===== src/hdl/aec_pkg.sv =====
package aec_pkg;

    localparam int SUM_W  = 42;
    localparam int CNT_W  = 13;
    localparam int DIVD_W = 43;
    localparam int DIVS_W = 32;
    localparam int QUEUE_DEPTH = 2;
    localparam int MAX_SAMPLES_DEF = 256;

    localparam logic [SUM_W-1:0] SUM_MAX = '1;
    localparam logic [15:0] COEF_R = 16'd13933;
    localparam logic [15:0] COEF_G = 16'd46871;
    localparam logic [15:0] COEF_B = 16'd4732;
    localparam logic [31:0] MIN_ADAPTED  = 32'd7;
    localparam logic [31:0] CHANGE_MIN   = 32'd7;
    localparam logic [31:0] EXPOSURE_ONE = 32'd65536;

    localparam logic        ENABLE_RST   = 1'b1;
    localparam logic [15:0] KEY_RST      = 16'd11796;
    localparam logic [15:0] SMOOTH_RST   = 16'd11796;
    localparam logic [15:0] STRENGTH_RST = 16'd42598;

    typedef enum logic [1:0] {
        REG_ENABLE,
        REG_KEY,
        REG_SMOOTHING,
        REG_STRENGTH
    } cfg_reg_t;

    typedef enum logic [1:0] {
        ST_UPDATED,
        ST_NO_LUMA,
        ST_BELOW_THRESHOLD,
        ST_DISABLED
    } frame_status_t;

    typedef struct packed {
        logic [31:0] red;
        logic [31:0] green;
        logic [31:0] blue;
        logic        sample_usable;
        logic        last_sample;
    } aec_in_t;

    typedef struct packed {
        logic [31:0]   new_exposure;
        logic          exposure_changed;
        frame_status_t frame_status;
        logic [31:0]   average_luminance;
    } aec_out_t;

    typedef struct packed {
        logic        enable;
        logic [15:0] exposure_key;
        logic [15:0] smoothing;
        logic [15:0] adaptation_strength;
    } cfg_t;

    typedef struct packed {
        logic [SUM_W-1:0] sum;
        logic [CNT_W-1:0] count;
    } frame_sum_t;

    typedef struct packed {
        logic              start;
        logic [DIVD_W-1:0] dividend;
        logic [DIVS_W-1:0] divisor;
    } div_req_t;

    typedef enum logic [4:0] {
        BK_IDLE,
        BK_MEAN_GO,
        BK_MEAN_WAIT,
        BK_DECIDE,
        BK_EMA_MUL,
        BK_EMA_ADD,
        BK_CHECK,
        BK_NORM,
        BK_LOG,
        BK_POW_MUL,
        BK_POW_RND,
        BK_EXP,
        BK_SCALE,
        BK_QUOT_GO,
        BK_QUOT_WAIT,
        BK_COMPARE,
        BK_OUT
    } back_state_t;

    typedef logic [15:0][31:0] fact_tab_t;

    // Integer square root, bit-pair method
    function automatic logic [63:0] isqrt64(input logic [63:0] v);
        logic [63:0] res;
        logic [63:0] bit_m;
        logic [63:0] rem;
        res   = '0;
        bit_m = 64'h1 << 62;
        rem   = v;
        for (int i = 0; i < 32; i++)
        begin
            if (rem >= res + bit_m)
            begin
                rem = rem - (res + bit_m);
                res = (res >> 1) + bit_m;
            end
            else
            begin
                res = res >> 1;
            end
            bit_m = bit_m >> 2;
        end
        return res;
    endfunction

    // Q1.30 factors 2^(2^-k), k = 1..16, each the root of the one before
    function automatic fact_tab_t build_exp_factors();
        fact_tab_t   tab;
        logic [63:0] f;
        f = isqrt64(64'h1 << 61);
        tab[0] = f[31:0];
        for (int k = 1; k < 16; k++)
        begin
            f = isqrt64({2'b00, tab[k-1], 30'd0});
            tab[k] = f[31:0];
        end
        return tab;
    endfunction

endpackage


===== src/hdl/aec_front.sv =====
module aec_front #(
    parameter int MAX_SAMPLES = aec_pkg::MAX_SAMPLES_DEF
) (
    input  logic                clk,
    input  logic                rst_n,
    input  logic                in_valid,
    output logic                in_ready,
    input  aec_pkg::aec_in_t    in_data,
    output logic                q_push,
    output aec_pkg::frame_sum_t q_data,
    input  logic                q_full
);

    localparam int SW = aec_pkg::SUM_W;
    localparam int CW = aec_pkg::CNT_W;

    logic          a_valid_reg;
    logic          a_last_reg;
    logic          a_use_reg;
    logic [47:0]   prod_r_reg;
    logic [47:0]   prod_g_reg;
    logic [47:0]   prod_b_reg;
    logic [SW-1:0] sum_reg;
    logic [SW-1:0] sum_next;
    logic [CW-1:0] count_reg;
    logic [CW-1:0] count_next;

    logic          a_advance;
    logic          in_take;
    logic [49:0]   lum_full;
    logic [31:0]   lum;
    logic [SW:0]   sum_wide;
    logic          take;

    assign a_advance = a_valid_reg && (!a_last_reg || !q_full);
    assign in_ready  = !a_valid_reg || !a_last_reg || !q_full;
    assign in_take   = in_valid && in_ready;

    // Weighted luminance of the staged beat, rounded
    assign lum_full = 50'(prod_r_reg) + 50'(prod_g_reg) + 50'(prod_b_reg) + 50'd32768;
    assign lum      = lum_full[47:16];
    assign sum_wide = {1'b0, sum_reg} + (SW+1)'(lum);
    assign take     = a_use_reg && (count_reg < CW'(MAX_SAMPLES));

    always_comb
    begin
        sum_next   = sum_reg;
        count_next = count_reg;
        if (take)
        begin
            sum_next   = sum_wide[SW] ? aec_pkg::SUM_MAX : sum_wide[SW-1:0];
            count_next = count_reg + CW'(1);
        end
    end

    // Hand the frame totals to the back end on the last beat
    assign q_push       = a_advance && a_last_reg;
    assign q_data.sum   = sum_next;
    assign q_data.count = count_next;

    // Stage valid and frame accumulators
    always_ff @(posedge clk or negedge rst_n)
    begin
        if (!rst_n)
        begin
            a_valid_reg <= 1'b0;
            sum_reg     <= '0;
            count_reg   <= '0;
        end
        else
        begin
            if (in_take)
            begin
                a_valid_reg <= 1'b1;
            end
            else if (a_advance)
            begin
                a_valid_reg <= 1'b0;
            end
            if (a_advance)
            begin
                if (a_last_reg)
                begin
                    sum_reg   <= '0;
                    count_reg <= '0;
                end
                else
                begin
                    sum_reg   <= sum_next;
                    count_reg <= count_next;
                end
            end
        end
    end

    // Capture products and flags of an accepted beat
    always_ff @(posedge clk)
    begin
        if (in_take)
        begin
            a_last_reg <= in_data.last_sample;
            a_use_reg  <= in_data.sample_usable;
            prod_r_reg <= 48'(in_data.red) * 48'(aec_pkg::COEF_R);
            prod_g_reg <= 48'(in_data.green) * 48'(aec_pkg::COEF_G);
            prod_b_reg <= 48'(in_data.blue) * 48'(aec_pkg::COEF_B);
        end
    end

endmodule


===== config.mk =====
export PLATFORM = sky130hd
export DESIGN_NAME = aec_front
export DESIGN_NICKNAME = d
export VERILOG_FILES = /design/src/hdl/aec_pkg.sv /design/src/hdl/aec_front.sv
export SDC_FILE = /design/constraint.sdc
export NUM_CORES = 2
export LEC_CHECK = 0
export ABC_AREA = 1
export BUFFER_PORTS_ARGS = -buffer_cell sky130_fd_sc_hd__clkbuf_2
export CORE_ASPECT_RATIO = 1.1
export CORE_MARGIN = 5
export CORE_UTILIZATION = 34
export DETAILED_ROUTE_END_ITERATION = 10
export HOLD_SLACK_MARGIN = 0.1
export PLACE_DENSITY_LB_ADDON = 0.2
export SETUP_SLACK_MARGIN = 0.1
export SLEW_MARGIN = 40
export SYNTH_ARGS = -nofsm -noshare
export SYNTH_HDL_FRONTEND = slang
export SYNTH_SLANG_ARGS = --single-unit
export TNS_END_PERCENT = 20

===== constraint.sdc =====
create_clock -name clk -period 6.4 [get_ports clk]
set_input_delay 0.96 -clock clk [delete_from_list [all_inputs] [get_ports clk]]
set_output_delay 0.96 -clock clk [all_outputs]
set_load 0.02 [all_outputs]

==> summary.md <==
| Metric | Value |
|---|---|
| Num rows | 136 |
| Final setup TNS | 0 ns |
| Worst Tran Pin Value | 0.782 ns |
| Largest net degree at the start of global routing | 77 |
| FF/Latch Area | 0.00558 mm2 |
| Reg2Reg Setup Slack | 1.43 ns |
| Number of flip-flops in the largest register | 48 |
| ANT cells | 0 |
| CTS tree | done |
| Crit path launch type | register |
| Post-synthesis register bit count | 195 |
| Tmin final | 6.15 ns |
| Period utilization | 96.1% |
| Cell Count, Final, Fillers Out | 7,124 |
| Pre-CTS WS | -0.127 ns |
| Antenna Nets Post-Route | 0 |
| Worst reg2reg path endpoint | sum_reg[14]$_DFFE_PN0P_ |
| Total GRT Usage | 19.0% |
| Avg WL per Cell | 17.7 um |
| Top-Level Pins | 159 |
| Hold Slack | 0.510 ns |
| Critical path type | reg -> out |
| Yosys cell types | 53 |
| DR pass1 iterations | 6 |
| Fmax | 163 MHz |
| Critical path launch point | prod_g_reg[19]$_DFFE_PP_ |
| Yosys top cell area share | 28.8% |
| Most frequent cells in the layout | 1,359 x inv_1, 897 x nand2_1, 612 x fa_1 |
| Final WS setup | 0.250 ns |
| Detailed Place HPWL | 113,000 um |
| Crit path capture type | output port |
| Yosys warns | 0 |
| Nets | 6,780 |
| Cell count after synthesis | 5,243 |
| Max clock buf depth | 2 |
| Syn_nets | 6,568 |
| Routed vias | 33,767 |
| RSZ-0062 raised after global routing | true |
| Worst min-delay path class | reg -> reg |
| Vias/cell | 4.74 |
| Filler cell count | 13,085 |
| Status | finished clean |
| Netlist Area Pre-Place | 0.0426 mm2 |
| Async set-or-reset flop fraction in the synthesized netlist | 28.7% |
| Grt ovf | 0 |
| H-tree depth | 4 |
| Post-synthesis sequential area ratio | 13.1% |
| CTS clk-pin slew, worst paths | 0.08 ns |
| CP peak stage delay | 0.50 ns |
| First-pass GRT wire length | 198,000 um |
| Fin. max-slew vios | 0 |
| IO Port Bufs | 158 |
| Die Ht | 381 um |
| Initial antenna violation count | 1 |
| Finish-stage setup viols | 0 |
| Total wire length | 126,000 um |
| Most common cell after layout, fill and taps aside | inv_1 |
| Req. time, crit path | 5.44 ns |
| Clk_lat worst skew | 0.49 ns |
| Mean post-synth cell area | 8.12 um2 |
| Cells on worst reg2reg path | 30 |
| Share of cells above drive strength 1 | 10.7% |
| Clock Skew | 0.0244 ns |
| Fin. Hold Viols | 0 |
| Max Cap Viol | 0 |
| Worst R2R Start | prod_g_reg[19]$_DFFE_PP_ |
| Largest area contributor in the netlist | fa_1 |
| Area growth, synth to finish | 12.4% |
| Clock sink count | 195 |
| CTS Buf Count | 17 |
| Initial DRC count | 1,759 |
| Relative slew slack | 47.7% |
| Top cells by area, synth | fa_1 29%, ha_1 18%, inv_1 12%, edfxtp_1 9.8%, nand2_1 8.2% |
| Post-synth EDFFs | 139 |
| Placed insts | 7,066 |
| Multi-input gate area | 0.0332 mm2 |
| End of the critical path | q_data[27] |
| Ys flop type | edfxtp_1 |
| Final GP Congestion | 0.943 |
| Worst Path Arrival | 5.19 ns |
| Die area | 0.132 mm2 |
| CP max stage cell | fa_1 |
| Core Box Area | 0.125 mm2 |
| Initial core utilization | 34.1% |
| Die width | 347 um |
| Critical path fanouts, max | 7 |
| Residual DRC | 0 |
| Root buffer cell | clkbuf_16 |
| Vias in the first global route | 35,180 |
==> logic make-up after synthesis <==
logic type / synth area share, %
adder cells (fa/ha/maj): 46.7
XOR/XNOR: 3.48
AO/OA/AOI/OAI: 7.44
AND/OR/NAND/NOR: 16.8
flip-flops: 13.1
buffers and inverters: 12.4
==> cells in the mapped netlist (14+ instances only) <==
cell / n
o21a_1: 16
a31oi_1: 15
o21bai_1: 41
nand2_2: 22
nor2_1: 396
a21boi_1: 23
o21ai_0: 130
a21o_1: 31
a21oi_1: 245
clkbuf_1: 14
xnor2_1: 57
fa_1: 612
ha_1: 611
nor4_1: 17
a21boi_0: 22
nor3_1: 42
nand2_1: 935
nand3_1: 200
edfxtp_1: 139
nand4_1: 33
xor2_1: 112
or2_2: 24
inv_1: 1370
dfrtp_1: 56
==> worst min path at each step <==
stage / startpoint / end / slack, ns / cells past startpoint
after floorplan: count_reg[10]$_DFFE_PN0P_ / count_reg[10]$_DFFE_PN0P_ / 0.46 / 2
after global placement: count_reg[10]$_DFFE_PN0P_ / count_reg[10]$_DFFE_PN0P_ / 0.49 / 2
after detailed placement: sum_reg[14]$_DFFE_PN0P_ / sum_reg[14]$_DFFE_PN0P_ / 0.49 / 2
after CTS: sum_reg[13]$_DFFE_PN0P_ / sum_reg[13]$_DFFE_PN0P_ / 0.51 / 2
after global routing: sum_reg[13]$_DFFE_PN0P_ / sum_reg[13]$_DFFE_PN0P_ / 0.55 / 2
final: sum_reg[13]$_DFFE_PN0P_ / sum_reg[13]$_DFFE_PN0P_ / 0.51 / 2
==> final cells by class <==
type / count / share of cell area (%)
multi-input combinational: 3649 / 69.3
sequential: 195 / 11.6
inverter: 1376 / 10.8
tap: 1656 / 4.33
timing repair buffer: 216 / 2.72
clock buffer: 20 / 0.912
clock inverter: 12 / 0.340
==> what timing repair did <==
action / 4_1_cts / 5_1_grt
setup endpoints to repair: 42 / 44
resized for setup: 85 / 264
hold buffers: 0 / 0
gates cloned: 0 / 2
endpoints found under the hold margin: 0 / 0
pin swaps: 12 / 51
setup buffers: 7 / 17
==> per-layer routing <==
metal  up-vias  GRT usage (%)  routed length, um
li1      16602              -                  -
met1     16413           26.3              58100
met2       633           32.8              60700
met3       119           1.60               4280
met4         0           3.59               3050
met5         -              0                  0
==> per-stage QoR <==
| stage | utilization (%) | instance area [um2] |
|---|---|---|
| after floorplan | - | 42600 |
| after global placement | 36.6 | 45600 |
| after detailed placement | 36.6 | 45600 |
| after CTS | 37.4 | 46600 |
| after global routing | 38.4 | 47900 |
| final | 38.4 | 47900 |
==> worst max-delay path, delay by kind of cell, from the launching register on <==
family	cells	cell delay (ns)
AND/OR/NAND/NOR	12	1.21
flip-flops	1	0.43
AO/OA/AOI/OAI	5	0.95
adder cells (fa/ha/maj)	4	1.45
buffers and inverters	6	0.66
Power is not shown: default switching activity piles up to over one toggle a cycle in this logic, so the estimate is an artifact.
