`config.mk`:
```
export PLATFORM = sky130hd
export DESIGN_NAME = aec_fifo
export DESIGN_NICKNAME = d
export VERILOG_FILES = /design/src/hdl/aec_pkg.sv /design/src/hdl/aec_fifo.sv
export SDC_FILE = /design/constraint.sdc
export NUM_CORES = 1
export LEC_CHECK = 0
export ABC_CLOCK_PERIOD_IN_PS = 7540
export BUFFER_PORTS_ARGS = -buffer_cell sky130_fd_sc_hd__buf_2
export CAP_MARGIN = 40
export CORE_AREA = 2 2 75 113
export DETAILED_ROUTE_END_ITERATION = 6
export DIE_AREA = 0 0 77 115
export PLACE_DENSITY = 0.83
export REMOVE_ABC_BUFFERS = 1
export SETUP_SLACK_MARGIN = 0.4
export SKIP_LAST_GASP = 1
export SLEW_MARGIN = 10
export SYNTH_ARGS = -nofsm -noshare
export SYNTH_HDL_FRONTEND = slang
export SYNTH_SLANG_ARGS = --single-unit
```
`constraint.sdc`:
```
create_clock -name clk -period 7.54 [get_ports clk]
set_clock_uncertainty 0.2 [all_clocks]
set_input_delay 0 -clock clk [delete_from_list [all_inputs] [get_ports clk]]
set_output_delay 0 -clock clk [all_outputs]
set_load 0.005 [all_outputs]
```
`src/hdl/aec_pkg.sv`:
```
package aec_pkg;

    localparam int SUM_W  = 42;
    localparam int CNT_W  = 13;
    localparam int DIVD_W = 43;
    localparam int DIVS_W = 32;
    localparam int QUEUE_DEPTH = 2;
    localparam int MAX_SAMPLES_DEF = 256;

    localparam logic [SUM_W-1:0] SUM_MAX = '1;
    localparam logic [15:0] COEF_R = 16'd13933;
    localparam logic [15:0] COEF_G = 16'd46871;
    localparam logic [15:0] COEF_B = 16'd4732;
    localparam logic [31:0] MIN_ADAPTED  = 32'd7;
    localparam logic [31:0] CHANGE_MIN   = 32'd7;
    localparam logic [31:0] EXPOSURE_ONE = 32'd65536;

    localparam logic        ENABLE_RST   = 1'b1;
    localparam logic [15:0] KEY_RST      = 16'd11796;
    localparam logic [15:0] SMOOTH_RST   = 16'd11796;
    localparam logic [15:0] STRENGTH_RST = 16'd42598;

    typedef enum logic [1:0] {
        REG_ENABLE,
        REG_KEY,
        REG_SMOOTHING,
        REG_STRENGTH
    } cfg_reg_t;

    typedef enum logic [1:0] {
        ST_UPDATED,
        ST_NO_LUMA,
        ST_BELOW_THRESHOLD,
        ST_DISABLED
    } frame_status_t;

    typedef struct packed {
        logic [31:0] red;
        logic [31:0] green;
        logic [31:0] blue;
        logic        sample_usable;
        logic        last_sample;
    } aec_in_t;

    typedef struct packed {
        logic [31:0]   new_exposure;
        logic          exposure_changed;
        frame_status_t frame_status;
        logic [31:0]   average_luminance;
    } aec_out_t;

    typedef struct packed {
        logic        enable;
        logic [15:0] exposure_key;
        logic [15:0] smoothing;
        logic [15:0] adaptation_strength;
    } cfg_t;

    typedef struct packed {
        logic [SUM_W-1:0] sum;
        logic [CNT_W-1:0] count;
    } frame_sum_t;

    typedef struct packed {
        logic              start;
        logic [DIVD_W-1:0] dividend;
        logic [DIVS_W-1:0] divisor;
    } div_req_t;

    typedef enum logic [4:0] {
        BK_IDLE,
        BK_MEAN_GO,
        BK_MEAN_WAIT,
        BK_DECIDE,
        BK_EMA_MUL,
        BK_EMA_ADD,
        BK_CHECK,
        BK_NORM,
        BK_LOG,
        BK_POW_MUL,
        BK_POW_RND,
        BK_EXP,
        BK_SCALE,
        BK_QUOT_GO,
        BK_QUOT_WAIT,
        BK_COMPARE,
        BK_OUT
    } back_state_t;

    typedef logic [15:0][31:0] fact_tab_t;

    // Integer square root, bit-pair method
    function automatic logic [63:0] isqrt64(input logic [63:0] v);
        logic [63:0] res;
        logic [63:0] bit_m;
        logic [63:0] rem;
        res   = '0;
        bit_m = 64'h1 << 62;
        rem   = v;
        for (int i = 0; i < 32; i++)
        begin
            if (rem >= res + bit_m)
            begin
                rem = rem - (res + bit_m);
                res = (res >> 1) + bit_m;
            end
            else
            begin
                res = res >> 1;
            end
            bit_m = bit_m >> 2;
        end
        return res;
    endfunction

    // Q1.30 factors 2^(2^-k), k = 1..16, each the root of the one before
    function automatic fact_tab_t build_exp_factors();
        fact_tab_t   tab;
        logic [63:0] f;
        f = isqrt64(64'h1 << 61);
        tab[0] = f[31:0];
        for (int k = 1; k < 16; k++)
        begin
            f = isqrt64({2'b00, tab[k-1], 30'd0});
            tab[k] = f[31:0];
        end
        return tab;
    endfunction

endpackage

```
`src/hdl/aec_fifo.sv`:
```
module aec_fifo (
    input  logic                clk,
    input  logic                rst_n,
    input  logic                push,
    input  aec_pkg::frame_sum_t wr_data,
    output logic                full,
    input  logic                pop,
    output aec_pkg::frame_sum_t rd_data,
    output logic                empty
);

    localparam int DEPTH = aec_pkg::QUEUE_DEPTH;
    localparam int PW    = $clog2(DEPTH);

    aec_pkg::frame_sum_t mem_reg [DEPTH];
    logic [PW-1:0] wr_ptr_reg;
    logic [PW-1:0] rd_ptr_reg;
    logic [PW:0]   fill_reg;

    assign full    = (fill_reg == (PW+1)'(DEPTH));
    assign empty   = (fill_reg == '0);
    assign rd_data = mem_reg[rd_ptr_reg];

    // Advance pointers and fill level
    always_ff @(posedge clk or negedge rst_n)
    begin
        if (!rst_n)
        begin
            wr_ptr_reg <= '0;
            rd_ptr_reg <= '0;
            fill_reg   <= '0;
        end
        else
        begin
            if (push)
            begin
                wr_ptr_reg <= (wr_ptr_reg == PW'(DEPTH - 1)) ? '0 : wr_ptr_reg + PW'(1);
            end
            if (pop)
            begin
                rd_ptr_reg <= (rd_ptr_reg == PW'(DEPTH - 1)) ? '0 : rd_ptr_reg + PW'(1);
            end
            if (push && !pop)
            begin
                fill_reg <= fill_reg + (PW+1)'(1);
            end
            else if (pop && !push)
            begin
                fill_reg <= fill_reg - (PW+1)'(1);
            end
        end
    end

    // Store the incoming entry
    always_ff @(posedge clk)
    begin
        if (push)
        begin
            mem_reg[wr_ptr_reg] <= wr_data;
        end
    end

endmodule

```
==> run_summary.xml, run 1 <==
<?xml version="1.0" encoding="UTF-8"?>
<metrics>
  <group name="setup_path">
    <metric name="cp_startpoint_kind" unit="">flop</metric>
    <metric name="end_kind" unit="">output port</metric>
    <metric name="cp_num_buf_inv" unit="">2</metric>
    <metric name="critical_path_peak_fanout" unit="">38</metric>
    <metric name="r2r-end" unit="">mem_reg[1][32]</metric>
    <metric name="worst-path-stages" unit="">3</metric>
    <metric name="cell_at_the_slowest_stage_of_the_critical_path" unit="">dfrtp_4</metric>
    <metric name="crit_family" unit="">flip-flops</metric>
    <metric name="ff2ff_path_depth" unit="">2</metric>
    <metric name="crit_path_cell_trace" unit="">buf_16 &gt; mux2_2 &gt; buf_2</metric>
    <metric name="critical-path-max-stage-delay" unit="ns">0.65</metric>
    <metric name="regToRegStartpoint" unit="">wr_ptr_reg</metric>
    <metric name="cp-endpoint" unit="">rd_data[39]</metric>
    <metric name="crit_type" unit="">flop to output port</metric>
    <metric name="worst_setup_path_startpoint" unit="">rd_ptr_reg</metric>
    <metric name="required" unit="ns">7.34</metric>
    <metric name="crit_arrival" unit="ns">1.88</metric>
    <metric name="timing.reg2reg.setup_slack" unit="ns">5.62</metric>
  </group>
  <group name="job">
    <metric name="max_cap_viol_count" unit="">0</metric>
  </group>
  <group name="routing">
    <metric name="drc" unit="">0</metric>
    <metric name="ant_nets" unit="">0</metric>
    <metric name="per_cell_routed_wire_length" unit="um">16.5</metric>
    <metric name="routed-via-count" unit="">2355</metric>
    <metric name="drt_iter0_markers" unit="">132</metric>
    <metric name="post_drt_via_cell_ratio" unit="">4.77</metric>
    <metric name="wirelength" unit="um">8130</metric>
    <metric name="drt-pass1-iter-count" unit="">4</metric>
  </group>
  <group name="global_routing">
    <metric name="track_usage" unit="%">19.6</metric>
    <metric name="grt_pass1_wl" unit="um">12600</metric>
    <metric name="grt_antenna_before_repair" unit="">0</metric>
    <metric name="grt_max_degree" unit="">50</metric>
    <metric name="first_global_vias" unit="">2538</metric>
    <metric name="total_global_routing_overflow" unit="">0</metric>
  </group>
  <group name="timing">
    <metric name="report.final.hold_viol_count" unit="">0</metric>
    <metric name="period_share" unit="%">27.6</metric>
    <metric name="post_layout_min_period" unit="ns">2.08</metric>
    <metric name="maxClockFrequency" unit="MHz">481</metric>
    <metric name="grt_setup_unrepaired" unit="">no</metric>
    <metric name="totalNegativeSetupSlack" unit="ns">0</metric>
    <metric name="worst-slew-pin-transition" unit="ns">0.652</metric>
    <metric name="relSlewSlack" unit="%">56.5</metric>
    <metric name="number_of_endpoints_failing_setup_at_the_final_stage" unit="">0</metric>
    <metric name="drv_slew" unit="">0</metric>
  </group>
  <group name="hold_path">
    <metric name="min-delay-path-class" unit="">input pin to flop</metric>
  </group>
  <group name="run_status">
    <metric name="status" unit="">completed</metric>
  </group>
  <group name="power">
    <metric name="clock_power_share" unit="%">31.6</metric>
    <metric name="netSwitchingFraction" unit="%">25.2</metric>
    <metric name="vdd.ir_drop.worst" unit="V">0.000304</metric>
    <metric name="share_seq_of_total_power" unit="%">42.1</metric>
    <metric name="p_int" unit="W">0.00162</metric>
    <metric name="pwr-share-comb" unit="%">26.4</metric>
    <metric name="netSwitchingPower" unit="W">0.000546</metric>
    <metric name="power_per_cell_area" unit="mW/mm2">353</metric>
    <metric name="lkg_pwr" unit="nW">2.49</metric>
  </group>
  <group name="synthesis">
    <metric name="synthesis.yosys.warnings" unit="">0</metric>
    <metric name="yosys.cell_types.count" unit="">13</metric>
    <metric name="synth_sequential_area_ratio" unit="%">78.8</metric>
    <metric name="synth_area_per_cell" unit="um2">23.1</metric>
    <metric name="synthesized_cell_area" unit="mm2">0.00432</metric>
    <metric name="syn_inst" unit="">187</metric>
    <metric name="ys_ff_latch" unit="">114</metric>
  </group>
  <group name="cts">
    <metric name="cts.repair.resized" unit="">0</metric>
    <metric name="cts-buffers-inserted" unit="">17</metric>
    <metric name="clock_sink_count" unit="">114</metric>
    <metric name="max-clock-path-buffers" unit="">2</metric>
    <metric name="ctsHtreeMaxLevel" unit="">4</metric>
    <metric name="clkLatencyLatePin" unit="ns">0.40</metric>
    <metric name="cts.clk_slew.worst_paths" unit="ns">0.05</metric>
    <metric name="tritoncts" unit="">yes</metric>
    <metric name="postCtsSetupBuffers" unit="">0</metric>
    <metric name="cts.root.buffer_cell" unit="">clkbuf_16</metric>
    <metric name="cts_hold_buf" unit="">59</metric>
  </group>
  <group name="place">
    <metric name="routabilityCongestion" unit="">0.702</metric>
    <metric name="dpl.hpwl" unit="um">4610</metric>
    <metric name="dpl-instance-area" unit="mm2">0.00502</metric>
    <metric name="buffer_ports.inserted" unit="">115</metric>
  </group>
  <group name="floorplanning">
    <metric name="core_footprint" unit="mm2">0.00791</metric>
    <metric name="core.rowCount" unit="">40</metric>
    <metric name="die_height" unit="um">115</metric>
    <metric name="initial_core_util" unit="%">54.6</metric>
    <metric name="floorplan.die_area" unit="mm2">0.00886</metric>
    <metric name="ios" unit="">116</metric>
    <metric name="die_w" unit="um">77</metric>
  </group>
  <group name="final_layout">
    <metric name="synthToLayoutAreaGrowth" unit="%">41.7</metric>
    <metric name="largest_register_ffs" unit="">110</metric>
    <metric name="final_design_instance_area_without_fill" unit="mm2">0.00612</metric>
    <metric name="ratio_of_cells_with_drive_above_1_in_the_final_layout" unit="%">50.9</metric>
    <metric name="design.final.nets" unit="">437</metric>
    <metric name="final_cell_mix" unit="">115 x buf_2, 110 x edfxtp_1, 59 x dlygate4sd3_1, 40 x mux2_4, 17 x clkbuf_16</metric>
    <metric name="layout_commonest_cell" unit="">buf_2</metric>
    <metric name="antenna_cells_inserted" unit="">0</metric>
  </group>
</metrics>
==> worst min path at each step <==
stage           startpoint        endpoint  slack (ns)  cells past startpoint
2_1_floorplan        rst_n     fill_reg[0]       -0.50                      0
3_3_place_gp         rst_n     fill_reg[1]       -0.39                      1
3_5_place_dp         rst_n     fill_reg[1]       -0.39                      1
4_1_cts        wr_data[33]  mem_reg[0][33]         0.1                      2
5_1_grt        wr_data[35]  mem_reg[0][35]        0.11                      2
6_report       wr_data[45]  mem_reg[1][45]        0.12                      2
==> synthesized netlist by cell type, drive strengths merged <==
master | instances | area (um2)
edfxtp | 110 | 3300
mux2 | 55 | 769
buf | 6 | 61.3
dfrtp | 4 | 100
xor2 | 4 | 35.0
nor2 | 2 | 7.51
nor2b | 2 | 12.5
and2 | 1 | 6.26
ha | 1 | 12.5
inv | 1 | 3.75
xnor2 | 1 | 8.76
==> logic make-up (layout without fill, tap and decap cells) <==
kind of cell | count (synthesis) | count (layout) | share of synthesized area, %
xor gates and xnor gates | 5 | 5 | 1.01
DFF | 114 | 114 | 78.8
adders and majority gates | 1 | 1 | 0.290
and+or+nand+nor | 5 | 5 | 0.608
buffers and inverters | 7 | 209 | 1.51
muxes | 55 | 55 | 17.8
==> layer usage <==
| layer | global-route usage [%] | vias up | wire length [um] |
|---|---|---|---|
| met3 | 6.04 | 15 | 364 |
| met5 | 0 | - | 0 |
| li1 | - | 1116 | - |
| met1 | 21.4 | 1145 | 3070 |
| met4 | 11.3 | 0 | 213 |
| met2 | 33.9 | 79 | 4490 |
==> metrics by stage <==
step	std cells	total power, W	hold slack (ns)	util (%)	setup WS (ns)
final	494	0.00216	0.121	77.4	5.46
after global routing	494	0.00226	0.113	77.4	5.39
after global placement	403	0.00144	-0.394	63.1	5.66
after CTS	494	0.00218	0.0982	77.4	5.42
after detailed placement	404	0.00147	-0.387	63.5	5.60
after floorplan	181	0.00127	-0.496	-	4.01
==> cell type report <==
| cell class | instances | area [um2] |
|---|---|---|
| Sequential cell | 114 | 3410 |
| Fill cell | 458 | 1790 |
| Timing Repair Buffer | 177 | 1210 |
| Multi-Input combinational cell | 66 | 861 |
| Clock buffer | 21 | 440 |
| Tap cell | 105 | 131 |
| Clock inverter | 10 | 68.8 |
| Inverter | 1 | 3.75 |
==> power groups by stage <==
| stage | sequential (W) | clock, W | combinational, W |
|---|---|---|---|
| 2_1_floorplan | 0.000943 | 0 | 0.000325 |
| 3_3_place_gp | 0.000960 | 0 | 0.000480 |
| 3_5_place_dp | 0.000922 | 0 | 0.000549 |
| 4_1_cts | 0.000911 | 0.000694 | 0.000574 |
| 5_1_grt | 0.000922 | 0.000727 | 0.000611 |
| 6_report | 0.000910 | 0.000683 | 0.000570 |
Power figures use the tool's default switching activity.
==> run 2: changes to the inputs <==
--- a/config.mk
+++ b/config.mk
@@ -5,13 +5,13 @@
 export SDC_FILE = /design/constraint.sdc
 export NUM_CORES = 1
 export LEC_CHECK = 0
-export ABC_CLOCK_PERIOD_IN_PS = 7540
+export ABC_CLOCK_PERIOD_IN_PS = 2150
 export BUFFER_PORTS_ARGS = -buffer_cell sky130_fd_sc_hd__buf_2
 export CAP_MARGIN = 40
-export CORE_AREA = 2 2 75 113
+export CORE_AREA = 2 2 78 117
 export DETAILED_ROUTE_END_ITERATION = 6
-export DIE_AREA = 0 0 77 115
-export PLACE_DENSITY = 0.83
+export DIE_AREA = 0 0 80 119
+export PLACE_DENSITY = 0.77
 export REMOVE_ABC_BUFFERS = 1
 export SETUP_SLACK_MARGIN = 0.4
 export SKIP_LAST_GASP = 1
==> constraint.sdc (replaced) <==
create_clock -name clk -period 2.15 [get_ports clk]
set_clock_uncertainty 0.2 [all_clocks]
set_input_delay 0 -clock clk [delete_from_list [all_inputs] [get_ports clk]]
set_output_delay 0 -clock clk [all_outputs]
set_load 0.005 [all_outputs]
==> run_summary.xml, run 2 (synthesis gave the netlist of run 1 again) <==
<?xml version="1.0" encoding="UTF-8"?>
<metrics>
  <group name="cts">
    <metric name="ctsHtreeMaxLevel" unit="">4</metric>
    <metric name="clkLatencyLatePin" unit="ns">0.40</metric>
    <metric name="cts-buffers-inserted" unit="">17</metric>
    <metric name="clock_sink_count" unit="">114</metric>
    <metric name="max-clock-path-buffers" unit="">2</metric>
    <metric name="cts.root.buffer_cell" unit="">clkbuf_16</metric>
    <metric name="tritoncts" unit="">yes</metric>
    <metric name="cts.clk_slew.worst_paths" unit="ns">0.05</metric>
  </group>
  <group name="place">
    <metric name="dpl.hpwl" unit="um">4850</metric>
    <metric name="routabilityCongestion" unit="">0.730</metric>
    <metric name="buffer_ports.inserted" unit="">115</metric>
  </group>
  <group name="routing">
    <metric name="wirelength" unit="um">8250</metric>
    <metric name="drt-pass1-iter-count" unit="">5</metric>
    <metric name="post_drt_via_cell_ratio" unit="">4.82</metric>
    <metric name="drt_iter0_markers" unit="">66</metric>
    <metric name="per_cell_routed_wire_length" unit="um">16.5</metric>
    <metric name="ant_nets" unit="">0</metric>
    <metric name="routed-via-count" unit="">2415</metric>
    <metric name="drc" unit="">0</metric>
  </group>
  <group name="final_layout">
    <metric name="design.final.nets" unit="">440</metric>
    <metric name="final_cell_mix" unit="">115 x buf_2, 110 x edfxtp_1, 59 x dlygate4sd3_1, 40 x mux2_4, 17 x clkbuf_16</metric>
    <metric name="layout_commonest_cell" unit="">buf_2</metric>
    <metric name="synthToLayoutAreaGrowth" unit="%">42.5</metric>
    <metric name="ratio_of_cells_with_drive_above_1_in_the_final_layout" unit="%">51.4</metric>
    <metric name="antenna_cells_inserted" unit="">0</metric>
    <metric name="largest_register_ffs" unit="">110</metric>
    <metric name="post-route-util" unit="%">71.5</metric>
  </group>
  <group name="timing">
    <metric name="relSlewSlack" unit="%">72.6</metric>
    <metric name="grt_setup_unrepaired" unit="">yes</metric>
    <metric name="worst-slew-pin-transition" unit="ns">0.411</metric>
    <metric name="maxClockFrequency" unit="MHz">551</metric>
    <metric name="post_layout_min_period" unit="ns">1.81</metric>
    <metric name="number_of_endpoints_failing_setup_at_the_final_stage" unit="">0</metric>
    <metric name="drv_slew" unit="">0</metric>
    <metric name="period_share" unit="%">84.3</metric>
    <metric name="report.final.hold_viol_count" unit="">0</metric>
  </group>
  <group name="global_routing">
    <metric name="grt_pass1_wl" unit="um">12300</metric>
    <metric name="use_met1" unit="%">17.2</metric>
    <metric name="grt.met2_usage" unit="%">32.9</metric>
    <metric name="grt-busiest-layer" unit="">met2</metric>
    <metric name="total_global_routing_overflow" unit="">0</metric>
    <metric name="first_global_vias" unit="">2652</metric>
    <metric name="global_route.usage.met3" unit="%">6.14</metric>
    <metric name="grt_antenna_before_repair" unit="">0</metric>
    <metric name="track_usage" unit="%">18.3</metric>
    <metric name="grt_max_degree" unit="">31</metric>
  </group>
  <group name="hold_path">
    <metric name="holdPathStages" unit="">3</metric>
    <metric name="min-delay-path-class" unit="">input pin to flop</metric>
  </group>
  <group name="power">
    <metric name="lkg_pwr" unit="nW">2.51</metric>
    <metric name="total_power" unit="W">0.00763</metric>
    <metric name="power_per_cell_area" unit="mW/mm2">1240</metric>
    <metric name="vdd.ir_drop.worst" unit="V">0.000996</metric>
  </group>
  <group name="floorplanning">
    <metric name="core.rowCount" unit="">42</metric>
    <metric name="die_height" unit="um">119</metric>
    <metric name="ios" unit="">116</metric>
    <metric name="floorplan.die_area" unit="mm2">0.00952</metric>
    <metric name="initial_core_util" unit="%">50.1</metric>
    <metric name="die_w" unit="um">80</metric>
    <metric name="core_footprint" unit="mm2">0.00862</metric>
  </group>
  <group name="setup_path">
    <metric name="ff2ff_path_depth" unit="">2</metric>
    <metric name="critical_path_peak_fanout" unit="">29</metric>
    <metric name="required" unit="ns">1.95</metric>
    <metric name="crit_type" unit="">flop to output port</metric>
    <metric name="end_kind" unit="">output port</metric>
    <metric name="timing.reg2reg.setup_slack" unit="ns">0.65</metric>
    <metric name="crit_arrival" unit="ns">1.61</metric>
    <metric name="cp_startpoint_kind" unit="">flop</metric>
  </group>
  <group name="run_status">
    <metric name="status" unit="">completed</metric>
  </group>
  <group name="job">
    <metric name="max_cap_viol_count" unit="">0</metric>
  </group>
</metrics>
==> run 2: cell types whose count changed in the layout (fill, tap and decap cells not counted), sizes merged <==
cell / previous run / this run
clkinv: 9 / 10
buf: 118 / 121
clkbuf: 21 / 19
==> run 2: metal layers <==
layer  vias to the layer above  part of all wire (%)
met5                         -                     0
met4                         0                   3.9
met3                        25                   4.0
met2                        81                    57
met1                      1190                    35
li1                       1119                     -
==> run 2: path summary, 6_finish.rpt <==
kind                       startpoint              to
max                        rd_ptr_reg     rd_data[32]
min                               pop      rd_ptr_reg
max reg2reg                wr_ptr_reg  mem_reg[1][37]
min reg2reg                wr_ptr_reg      wr_ptr_reg
max in group asynchronous       rst_n      rd_ptr_reg
min in group asynchronous       rst_n     fill_reg[1]
==> run 2: stage by stage <==
step,instance area (um2),setup slack (ns),TNS (ns),hold slack (ns),cells
2_1_floorplan,4260,-1.38,-103.85,-0.496,181
3_3_place_gp,5040,0.629,0,-0.387,412
3_5_place_dp,5040,0.616,0,-0.384,412
4_1_cts,6160,0.339,0,0.100,501
5_1_grt,6160,0.298,0,0.112,501
6_report,6160,0.337,0,0.123,501
==> run 2: final cells by class <==
cell class,count,area (um2)
inverter,1,3.75
multi-input combinational,66,861
timing repair buffer,180,1240
sequential,114,3410
clock buffer,19,433
clock inverter,11,72.6
fill,563,2460
tap,110,138
==> run 2: worst max-delay path, cell delays in order (launching register included) <==
cell and delay (ns):
dfrtp_4 0.45, buf_16 0.23, mux2_2 0.37, buf_2 0.14
==> run 2: what timing repair did <==
action	4_1_cts	5_1_grt
resized for setup	4	0
cloned	0	0
hold buffers	59	0
setup endpoints to repair	45	55
setup buffers	0	0
hold endpoints to repair	118	0
==> run 2: power by group <==
group	leakage [nW]	internal [W]	switching (W)	total (W)
sequential	1.08	0.00297	0.000147	0.00311
combinational	1.18	0.00121	0.000935	0.00214
clock	0.251	0.00153	0.000840	0.00237
