$ cat config.mk
export PLATFORM = sky130hd
export DESIGN_NAME = aec_div
export DESIGN_NICKNAME = d
export VERILOG_FILES = /design/src/hdl/aec_pkg.sv /design/src/hdl/aec_div.sv
export SDC_FILE = /design/constraint.sdc
export NUM_CORES = 1
export LEC_CHECK = 0
export ABC_AREA = 1
export CORE_MARGIN = 10
export CORE_UTILIZATION = 70
export CTS_BUF_LIST = sky130_fd_sc_hd__clkbuf_8 sky130_fd_sc_hd__clkbuf_16
export DETAILED_ROUTE_END_ITERATION = 8
export DONT_BUFFER_PORTS = 1
export PLACE_DENSITY = 0.9
export REMOVE_ABC_BUFFERS = 1
export SLEW_MARGIN = 20
export SYNTH_ARGS = -nofsm -noshare
export SYNTH_HDL_FRONTEND = slang
export SYNTH_SLANG_ARGS = --single-unit
$ cat constraint.sdc
create_clock -name clk -period 4.97 [get_ports clk]
set_input_delay 0.2485 -clock clk [delete_from_list [all_inputs] [get_ports clk]]
set_output_delay 0.2485 -clock clk [all_outputs]
set_load 0.01 [all_outputs]
$ cat src/hdl/aec_pkg.sv
package aec_pkg;

    localparam int SUM_W  = 42;
    localparam int CNT_W  = 13;
    localparam int DIVD_W = 43;
    localparam int DIVS_W = 32;
    localparam int QUEUE_DEPTH = 2;
    localparam int MAX_SAMPLES_DEF = 256;

    localparam logic [SUM_W-1:0] SUM_MAX = '1;
    localparam logic [15:0] COEF_R = 16'd13933;
    localparam logic [15:0] COEF_G = 16'd46871;
    localparam logic [15:0] COEF_B = 16'd4732;
    localparam logic [31:0] MIN_ADAPTED  = 32'd7;
    localparam logic [31:0] CHANGE_MIN   = 32'd7;
    localparam logic [31:0] EXPOSURE_ONE = 32'd65536;

    localparam logic        ENABLE_RST   = 1'b1;
    localparam logic [15:0] KEY_RST      = 16'd11796;
    localparam logic [15:0] SMOOTH_RST   = 16'd11796;
    localparam logic [15:0] STRENGTH_RST = 16'd42598;

    typedef enum logic [1:0] {
        REG_ENABLE,
        REG_KEY,
        REG_SMOOTHING,
        REG_STRENGTH
    } cfg_reg_t;

    typedef enum logic [1:0] {
        ST_UPDATED,
        ST_NO_LUMA,
        ST_BELOW_THRESHOLD,
        ST_DISABLED
    } frame_status_t;

    typedef struct packed {
        logic [31:0] red;
        logic [31:0] green;
        logic [31:0] blue;
        logic        sample_usable;
        logic        last_sample;
    } aec_in_t;

    typedef struct packed {
        logic [31:0]   new_exposure;
        logic          exposure_changed;
        frame_status_t frame_status;
        logic [31:0]   average_luminance;
    } aec_out_t;

    typedef struct packed {
        logic        enable;
        logic [15:0] exposure_key;
        logic [15:0] smoothing;
        logic [15:0] adaptation_strength;
    } cfg_t;

    typedef struct packed {
        logic [SUM_W-1:0] sum;
        logic [CNT_W-1:0] count;
    } frame_sum_t;

    typedef struct packed {
        logic              start;
        logic [DIVD_W-1:0] dividend;
        logic [DIVS_W-1:0] divisor;
    } div_req_t;

    typedef enum logic [4:0] {
        BK_IDLE,
        BK_MEAN_GO,
        BK_MEAN_WAIT,
        BK_DECIDE,
        BK_EMA_MUL,
        BK_EMA_ADD,
        BK_CHECK,
        BK_NORM,
        BK_LOG,
        BK_POW_MUL,
        BK_POW_RND,
        BK_EXP,
        BK_SCALE,
        BK_QUOT_GO,
        BK_QUOT_WAIT,
        BK_COMPARE,
        BK_OUT
    } back_state_t;

    typedef logic [15:0][31:0] fact_tab_t;

    // Integer square root, bit-pair method
    function automatic logic [63:0] isqrt64(input logic [63:0] v);
        logic [63:0] res;
        logic [63:0] bit_m;
        logic [63:0] rem;
        res   = '0;
        bit_m = 64'h1 << 62;
        rem   = v;
        for (int i = 0; i < 32; i++)
        begin
            if (rem >= res + bit_m)
            begin
                rem = rem - (res + bit_m);
                res = (res >> 1) + bit_m;
            end
            else
            begin
                res = res >> 1;
            end
            bit_m = bit_m >> 2;
        end
        return res;
    endfunction

    // Q1.30 factors 2^(2^-k), k = 1..16, each the root of the one before
    function automatic fact_tab_t build_exp_factors();
        fact_tab_t   tab;
        logic [63:0] f;
        f = isqrt64(64'h1 << 61);
        tab[0] = f[31:0];
        for (int k = 1; k < 16; k++)
        begin
            f = isqrt64({2'b00, tab[k-1], 30'd0});
            tab[k] = f[31:0];
        end
        return tab;
    endfunction

endpackage

$ cat src/hdl/aec_div.sv
module aec_div (
    input  logic                                clk,
    input  logic                                rst_n,
    input  aec_pkg::div_req_t                   req,
    output logic                                done,
    output logic [aec_pkg::DIVD_W-1:0]          quotient
);

    localparam int DW = aec_pkg::DIVD_W;
    localparam int VW = aec_pkg::DIVS_W;
    localparam int CW = $clog2(DW + 1);

    logic          busy_reg;
    logic          done_reg;
    logic [CW-1:0] cnt_reg;
    logic [DW-1:0] quo_reg;
    logic [VW-1:0] rem_reg;
    logic [VW-1:0] dvs_reg;

    logic [VW:0]   rem_sh;
    logic          fits;
    logic [VW:0]   rem_sub;

    // One quotient bit per cycle, restoring
    assign rem_sh  = {rem_reg, quo_reg[DW-1]};
    assign fits    = rem_sh >= {1'b0, dvs_reg};
    assign rem_sub = rem_sh - {1'b0, dvs_reg};

    assign done     = done_reg;
    assign quotient = quo_reg;

    always_ff @(posedge clk or negedge rst_n)
    begin
        if (!rst_n)
        begin
            busy_reg <= 1'b0;
            done_reg <= 1'b0;
            cnt_reg  <= '0;
        end
        else
        begin
            done_reg <= 1'b0;
            if (req.start)
            begin
                busy_reg <= 1'b1;
                cnt_reg  <= CW'(DW);
            end
            else if (busy_reg)
            begin
                cnt_reg <= cnt_reg - CW'(1);
                if (cnt_reg == CW'(1))
                begin
                    busy_reg <= 1'b0;
                    done_reg <= 1'b1;
                end
            end
        end
    end

    always_ff @(posedge clk)
    begin
        if (req.start)
        begin
            quo_reg <= req.dividend;
            rem_reg <= '0;
            dvs_reg <= req.divisor;
        end
        else if (busy_reg)
        begin
            quo_reg <= {quo_reg[DW-2:0], fits};
            rem_reg <= fits ? rem_sub[VW-1:0] : rem_sh[VW-1:0];
        end
    end

endmodule

==> results of run 1 <==
==> routing by layer <==
metal  part of all wire  GRT usage  vias to the layer above  wire, um
met1               0.35      0.394                     3432      8760
li1                   -          -                     3383         -
met3               0.14      0.134                      133      3650
met2               0.46      0.546                      682     11800
met5                  0          0                        -         0
met4              0.046      0.160                        0      1170
==> through the flow <==
step                      power (mW)  setup WS, ps
final                           4.30          2180
after global routing            4.52          2020
after CTS                       4.10          2400
after detailed placement        2.86          2500
after global placement          2.83          2580
after floorplan                 2.52          2480
==> placed cells by master, fill, tap and decap left out, types with 4 or more instances in the layout <==
master / synthesis / routed
sky130_fd_sc_hd__a21oi_1: 24 / 24
sky130_fd_sc_hd__clkinvlp_4: 0 / 5
sky130_fd_sc_hd__dlygate4sd3_1: 0 / 75
sky130_fd_sc_hd__nor3_1: 4 / 4
sky130_fd_sc_hd__dfrtp_1: 8 / 8
sky130_fd_sc_hd__nor2_1: 42 / 41
sky130_fd_sc_hd__and2_1: 4 / 4
sky130_fd_sc_hd__xnor2_1: 13 / 13
sky130_fd_sc_hd__nand2_2: 9 / 9
sky130_fd_sc_hd__o21ai_1: 10 / 10
sky130_fd_sc_hd__inv_1: 180 / 182
sky130_fd_sc_hd__nand3_1: 76 / 76
sky130_fd_sc_hd__nand3b_1: 15 / 15
sky130_fd_sc_hd__nand3_2: 5 / 5
sky130_fd_sc_hd__nor2_2: 6 / 7
sky130_fd_sc_hd__clkinv_1: 4 / 5
sky130_fd_sc_hd__edfxtp_1: 75 / 75
sky130_fd_sc_hd__ha_1: 34 / 34
sky130_fd_sc_hd__clkbuf_16: 0 / 16
sky130_fd_sc_hd__nand4_1: 8 / 8
sky130_fd_sc_hd__o21ai_0: 8 / 8
sky130_fd_sc_hd__dfxtp_1: 32 / 32
sky130_fd_sc_hd__nand2_1: 440 / 440
==> worst paths after layout <==
check,to,cells after the start,from
min reg2reg,rem_reg[27],2,rem_reg[27]
max,rem_reg[9],15,dvs_reg[19]
max reg2reg,rem_reg[9],15,dvs_reg[19]
min,quotient[0],2,req[32]
min in group asynchronous,cnt_reg[1],1,rst_n
max in group asynchronous,cnt_reg[4],1,rst_n
==> synthesized netlist by cell type, drive strengths merged <==
cell type	instances	area share
nand2	451	0.23
inv	183	0.092
nand3	81	0.058
edfxtp	75	0.30
nor2	52	0.034
ha	34	0.057
dfxtp	32	0.086
a21oi	25	0.017
o21ai	18	0.012
nand3b	15	0.015
clkbuf	13	0.0066
xnor2	13	0.015
buf	12	0.014
dfrtp	8	0.027
nand4	8	0.0067
nor3	5	0.0040
and2	4	0.0034
clkinv	4	0.0020
o21bai	3	0.0030
o21a	2	0.0020
a22oi	1	0.0010
a31oi	1	0.00084
fa	1	0.0027
nor4	1	0.00084
xor2	1	0.0012
==> worst max-delay path: stages, from the launching register on <==
cell	delay, ps
sky130_fd_sc_hd__edfxtp_1	350
sky130_fd_sc_hd__inv_1	50
sky130_fd_sc_hd__ha_1	370
sky130_fd_sc_hd__nand2_1	220
sky130_fd_sc_hd__inv_2	40
sky130_fd_sc_hd__nand2_1	90
sky130_fd_sc_hd__nand2_1	80
sky130_fd_sc_hd__nand2_1	80
sky130_fd_sc_hd__nand2_1	70
sky130_fd_sc_hd__nand2_1	70
sky130_fd_sc_hd__nand2_2	80
sky130_fd_sc_hd__nor2_8	500
sky130_fd_sc_hd__nand2_8	270
sky130_fd_sc_hd__nand2_1	170
sky130_fd_sc_hd__nand3_1	110
sky130_fd_sc_hd__o21ai_1	110
==> area by class of cell <==
type                    count  area, um2  share of cell area
diodes                      1       2.50            0.000284
clock buffers              17        414              0.0470
clock inverters            15        144              0.0163
inverters                 187        703              0.0798
multi-input cells         716       3480               0.395
flip-flops and latches    115       3090               0.351
well taps                 136        170              0.0193
repair buffers             79        801              0.0909
==> cells by family (layout without fill, tap and decap cells) <==
group                    count (synthesis)  after routing  share of synthesized area
AND/OR/NAND/NOR                        617            617                      0.356
adder cells (fa/ha/maj)                 35             35                     0.0600
buffers and inverters                  212            298                      0.115
flip-flops                             115            115                      0.416
XOR/XNOR                                14             14                     0.0165
AO/OA/AOI/OAI                           50             50                     0.0364
other                                    0              1                          0
==> power by group through the flow <==
stage	Sequential [mW]	Clock (mW)	Combinational, mW
after detailed placement	1.31	0	1.56
after global routing	1.33	1.22	1.97
final	1.32	1.19	1.79
after floorplan	1.28	0	1.24
after global placement	1.31	0	1.53
after CTS	1.30	1.16	1.64
==> results by stage, run 1 <==
Place:
- During placement, the flow inserted port buffers numbering 0.
- The last weighted congestion value of the routability-driven placer is 0.991.
- The cell area after placement is 7470 um2.
- The number of placed instances, taps included, is 1,157.
- The half-perimeter wire length after placement is 13,300 um.

Synth:
- The total standard cell area after synthesis is 7430 um2.
- Synthesis handed over a netlist of 1,043 instances.
- A synthesized cell averages 7.12 um2.
- The number of distinct library cell variants in the gate-level netlist after synthesis is 38.
- Of the synthesized area, sequential elements account for 0.416.
- Counting flops and latches in the post-synthesis netlist gives 115.
- The number of warning messages in the yosys log is 0.

Final layout:
- The final instance area is 8810 um2.
- Of the cells placed in the final design, the portion with a size suffix greater than 1 is 0.0576.
- The number of cells in the finished layout apart from fillers is 1,266.
- Measured on the finished design, the core utilization comes to 0.853.
- The count of filler cells inserted in the layout is 541.
- The flip-flop count of the largest register after layout is 43.
- The area added between synthesis and finish is 18.6%.
- In the final design database the tool counted 1,229 nets.

Power:
- The cell internal power dissipation is 2.50 mW.
- The clock power share is 0.276.
- Of the total power, registers draw 0.306.
- The worst vdd rail ir drop is 363 uV.
- In this run the power spent charging and discharging nets is 1.80 mW.
- Of the total power, combinational logic draws 0.418.
- Of the total power, the share spent switching nets is 0.419.
- The power density normalized to cell area is 488 nW/um2.
- The static power due to leakage is 4.61 nW.

Floorplanning:
- The floorplan step defined a die boundary enclosing 15,100 um2.
- The die is 123 um tall.
- The count of pins on the block boundary is 122.
- For this configuration, the core starts out at a cell density of 0.719.
- The initialized floorplan defines 37 standard-cell rows.
- The total core area is 10,300 um2.
- The floorplan step set the die width to 123 um.

Clock tree:
- In this run the deepest clock path goes through 2 buffers.
- In this run the clock root is driven by a sky130_fd_sc_hd__clkbuf_8.
- In this run, post-CTS hold repair placed 76 buffers.
- The later pin in the worst-skew pair is clocked with a latency of 550 ps.
- The total of cells resized after clock tree synthesis is 0.
- The H-tree generated during clock tree synthesis spans 4 levels.
- The TritonCTS buffer count is 17.
- The tree built by TritonCTS fans out to 115 sinks.
- The CTS tree is yes.
- After clock tree synthesis, the clock-pin slew on the worst setup and hold paths is 70 ps.
- The number of setup buffers added after CTS is 0.

Drt:
- After detailed routing, the average wire length per cell comes to 20.0 um.
- The final layout contains routed wiring with a total length of 25,300 um.
- For this run, the detailed router's first-pass iteration total came to 7.
- The iteration-0 DRC count of the detailed router is 1,445.
- Dividing the detail-routed via count by the number of cells gives 6.03.
- The post-route DRC violation count is 0.
- The post-detailed-route count of antenna-violating nets is 0.
- Summing over every cut layer, the via total after detailed routing is 7,630.

GRT:
- Entering global routing, the biggest net connects 79 pins.
- The initial antenna violation count was 1.
- The first-pass GRT wire length is 40,400 um.
- The overall routing resource usage is 0.340.
- Global routing finished with a remaining overflow of 0.
- The number of global-route vias before repair is 7,687.

Worst hold path:
- The type of the worst min-delay path is in -> reg.

Worst setup path:
- The register-to-register setup slack is 2180 ps.
- The worst setup path is captured at a flip-flop.
- The critical path arrival is 3240 ps.
- The kind of start point of the critical path is a flip-flop.
- The largest fanout of any net on the critical path is 34.
- At the worst endpoint, the required time is 5420 ps.
- The type of the worst setup path is reg -> reg.

Timing:
- The max-slew violation total from the final report was 0.
- The final hold violation count is 0.
- The final hold slack is 66.7 ps.
- The largest clock skew in the final design is 17.6 ps.
- The tightest slew margin relative to the limit is 0.389.
- The total of endpoints with negative setup slack in the final report is 0.
- For the final routed database, the setup TNS stands at 0 ps.
- For this run, the top clock speed supported by timing is 359 MHz.
- Setup repair after global routing left no endpoint under its margin.
- The slew at the pin closest to its max-slew limit is 916 ps.
- The shortest clock period the worst path allows after layout is 2790 ps.
- The final worst-path cycle share is 0.561.

Status:
- The flow ran to the end, and the final reports show no timing, DRC or antenna violations.

Flow run:
- Across the run, the number of max-cap violations was 0.
No activity file was read; power rests on OpenSTA's default activity.
==> run 2, diff against run 1 <==
--- a/config.mk
+++ b/config.mk
@@ -7,11 +7,11 @@
 export LEC_CHECK = 0
 export ABC_AREA = 1
 export CORE_MARGIN = 10
-export CORE_UTILIZATION = 70
+export CORE_UTILIZATION = 58
 export CTS_BUF_LIST = sky130_fd_sc_hd__clkbuf_8 sky130_fd_sc_hd__clkbuf_16
 export DETAILED_ROUTE_END_ITERATION = 8
 export DONT_BUFFER_PORTS = 1
-export PLACE_DENSITY = 0.9
+export PLACE_DENSITY = 0.8
 export REMOVE_ABC_BUFFERS = 1
 export SLEW_MARGIN = 20
 export SYNTH_ARGS = -nofsm -noshare
==> constraint.sdc (replaced) <==
create_clock -name clk -period 2.3 [get_ports clk]
set_input_delay 0.115 -clock clk [delete_from_list [all_inputs] [get_ports clk]]
set_output_delay 0.115 -clock clk [all_outputs]
set_load 0.01 [all_outputs]
==> results by stage, run 2 (synthesis results as in run 1) <==
Final layout:
- The antenna diode count is 0 (was 1).
- The number of cells in the finished layout apart from fillers came to 1,330 (was 1,266).
- The most common cell after layout, fill and taps aside is sky130_fd_sc_hd__nand2_1 (unchanged).
- The flip-flop count of the largest register after layout is 43 (unchanged).
- The number of nets at the end of the flow was 1,258 (was 1,229).
- The proportion of layout cells with a drive suffix above 1 is 0.112 (was 0.0576).
- The area added between synthesis and finish came to 27.9% (was 18.6%).
- Highest-count cells in the layout ignoring fill and taps: sky130_fd_sc_hd__nand2_1, sky130_fd_sc_hd__inv_1, sky130_fd_sc_hd__nand3_1, sky130_fd_sc_hd__edfxtp_1, sky130_fd_sc_hd__dlygate4sd3_1 (unchanged).

Floorplanning:
- The total core area is 12,600 um2 (was 10,300 um2).
- The starting utilization of the core area is 0.591 (was 0.719).
- The count of pins on the block boundary is 122 (unchanged).
- The die footprint is 17,700 um2 (was 15,100 um2).
- The floorplan die width is 133 um (was 123 um).
- The vertical extent of the die was 133 um (was 123 um).
- The number of rows in the core area is 41 (was 37).

Worst setup path:
- The highest-delay cell along the critical path is sky130_fd_sc_hd__ha_2 (was sky130_fd_sc_hd__nor2_8).
- The critical path arrival was 2590 ps (was 3240 ps).
- The type of element capturing the critical path is a flip-flop (unchanged).
- The kind of start point of the critical path is a flip-flop (unchanged).
- The type of the worst setup path is reg -> reg (unchanged).
- The worst reg2reg path startpoint is dvs_reg[23] (was dvs_reg[19]).
- The cell repeated most along the worst path is sky130_fd_sc_hd__nand2_1 (unchanged).
- The largest fanout of any net on the critical path is 8 (was 34).
- The required time of the worst setup path is 2670 ps (was 5420 ps).
- CP cell instances: inv_1 -> ha_2 -> nand2_2 -> nor2_1 -> nand2_1 -> nor3_4 -> nand2_8 -> clkbuf_16 -> nand3b_1 -> nand3_1 -> nand2_1 (was inv_1 -> ha_1 -> nand2_1 -> inv_2 -> nand2_1 -> nand2_1 -> nand2_1 -> nand2_1 -> nand2_1 -> nand2_2 -> nor2_8 -> nand2_8 -> nand2_1 -> nand3_1 -> o21ai_1).
- The origin of the worst setup path is dvs_reg[23] (was dvs_reg[19]).
- The largest stage delay on the critical path is 400 ps (was 500 ps).

Status:
- Result of the run: complete, no violations (unchanged).

Power:
- The sum of internal, switching and leakage power is 9.99 mW (was 4.30 mW).
- The worst vdd rail ir drop came to 715 uV (was 363 uV).
- The static power due to leakage is 4.86 nW (was 4.61 nW).
- The power density normalized to cell area is 1050 nW/um2 (was 488 nW/um2).

Worst hold path:
- The critical hold path startpoint was req[32] (unchanged).
- The type of the worst min-delay path was in -> reg (unchanged).

Timing:
- The largest clock skew in the final design is 12.4 ps (was 17.6 ps).
- The sum of negative setup slack is 0 ps (unchanged).
- The final hold violation count is 0 (unchanged).
- The tightest slew margin relative to the limit is 0.666 (was 0.389).
- The total of endpoints with negative setup slack in the final report is 0 (unchanged).
- The shortest clock period the worst path allows after layout is 2220 ps (was 2790 ps).
- The max-slew violation total from the final report was 0 (unchanged).
- The least setup slack across all paths after layout was 77.5 ps (was 2180 ps).
- The final worst-path cycle share came to 0.966 (was 0.561).
- The final hold slack is 18.9 ps (was 66.7 ps).
- The highest clock frequency the design can meet is 450 MHz (was 359 MHz).
- The slew at the pin closest to its max-slew limit is 500 ps (was 916 ps).

Drt:
- The number of vias per cell after detailed routing was 5.31 (was 6.03).
- The detailed-router iteration count before antenna repair is 7 (unchanged).
- The top layer reached by signal wires is met4 (unchanged).
- The post-route DRC violation count was 0 (unchanged).
- The post-detailed-route count of antenna-violating nets is 0 (unchanged).
- The total wire length after detailed routing is 21,900 um (was 25,300 um).
- The detailed-routing wirelength on met1 is 8840 um (was 8760 um).
- The routed wirelength normalized by instance count came to 16.5 um (was 20.0 um).
- The routed wire length on met2 is 10,200 um (was 11,800 um).
- The count of vias placed by the detailed router is 7,058 (was 7,630).
- The iteration-0 DRC count of the detailed router was 673 (was 1,445).
- The met3 wire length came to 2330 um (was 3650 um).

GRT:
- The initial antenna violation count was 0 (was 1).
- The global route total overflow is 0 (unchanged).
- The first-pass GRT wire length was 33,800 um (was 40,400 um).
- The maximum number of pins on one net before global-route repair is 79 (unchanged).
- The overall routing resource usage is 0.236 (was 0.340).
- The number of global-route vias before repair is 6,762 (was 7,687).

Clock tree:
- The source-to-sink clock delay at the later pin of the worst-skew pair is 430 ps (was 550 ps).
- The clock transition at the registers of the reported paths is 60 ps (was 70 ps).
- The TritonCTS buffer count is 17 (unchanged).
- The maximum root-to-sink buffer count is 2 (unchanged).
- The number of clock sinks is 115 (unchanged).
- The CTS tree is yes (unchanged).
- The depth of the CTS H-tree is 4 (unchanged).
- The root buffer cell is sky130_fd_sc_hd__clkbuf_16 (was sky130_fd_sc_hd__clkbuf_8).

Place:
- The number of placed instances, taps included is 1,209 (was 1,157).
- The setup slack at placement is 46.3 ps (was 2500 ps).
- The last weighted congestion value of the routability-driven placer is 0.982 (was 0.991).
- The quantity of I/O buffers inserted on ports came to 0 (unchanged).
- The half-perimeter wire length after placement came to 13,900 um (was 13,300 um).

Flow run:
- The number of max-cap violations came to 0 (unchanged).
-- run 2: cell types whose count changed in the layout (fill, tap and decap cells not counted), moves of 4 or more --
cell,delta
sky130_fd_sc_hd__ha_2,+8
sky130_fd_sc_hd__ha_1,-17
sky130_fd_sc_hd__buf_12,+5
sky130_fd_sc_hd__ha_4,+9
sky130_fd_sc_hd__buf_4,+17
sky130_fd_sc_hd__nand2_2,+6
sky130_fd_sc_hd__nand2_4,+4
sky130_fd_sc_hd__nand2_1,-10
-- run 2: path summary, 6_finish.rpt --
| kind | end | slack (ps) | cells after the start |
|---|---|---|---|
| min reg2reg | rem_reg[31] | 470 | 2 |
| min | quotient[0] | 20 | 2 |
| min in group asynchronous | cnt_reg[2] | 50 | 1 |
| max reg2reg | rem_reg[18] | 80 | 11 |
| max in group asynchronous | cnt_reg[1] | 1960 | 1 |
| max | rem_reg[18] | 80 | 11 |
-- run 2: routing by layer --
| metal | track usage | vias to the layer above |
|---|---|---|
| li1 | - | 3446 |
| met1 | 0.285 | 3223 |
| met2 | 0.384 | 344 |
| met3 | 0.0820 | 45 |
| met4 | 0.0810 | 0 |
| met5 | 0 | - |
-- run 2: critical path, delay by kind of cell (launching register included) --
| kind | cells | cell delay [ps] |
|---|---|---|
| DFF | 1 | 330 |
| buffers and inverters | 2 | 270 |
| and+or+nand+nor | 8 | 1150 |
| adders and majority gates | 1 | 400 |
-- run 2: timing repair --
action / in CTS / in global routing
gates resized for setup: 0 / 50
buffers inserted: 0 / 8
hold buffers: 76 / 0
setup endpoints to repair: 0 / 33
hold endpoints to repair: 118 / 0
-- run 2: power breakdown --
part           switching (mW)  total (mW)  internal (mW)
Combinational            2.56        4.31           1.75
Clock                    1.01        2.85           1.83
Sequential              0.281        2.83           2.55
-- run 2: layout make-up --
cell class              count  area [um2]
clock buffers              18         439
flip-flops and latches    115        3090
inverters                 187         702
multi-input cells         719        3760
clock inverters            14         188
repair buffers            105        1100
well taps                 172         215
fillers                   904        3070
-- run 2: stage by stage --
stage / util / area [um2]
after floorplan: - / 7280
after global placement: 0.612 / 7690
after detailed placement: 0.612 / 7690
after CTS: 0.723 / 9090
after global routing: 0.756 / 9500
final: 0.756 / 9500
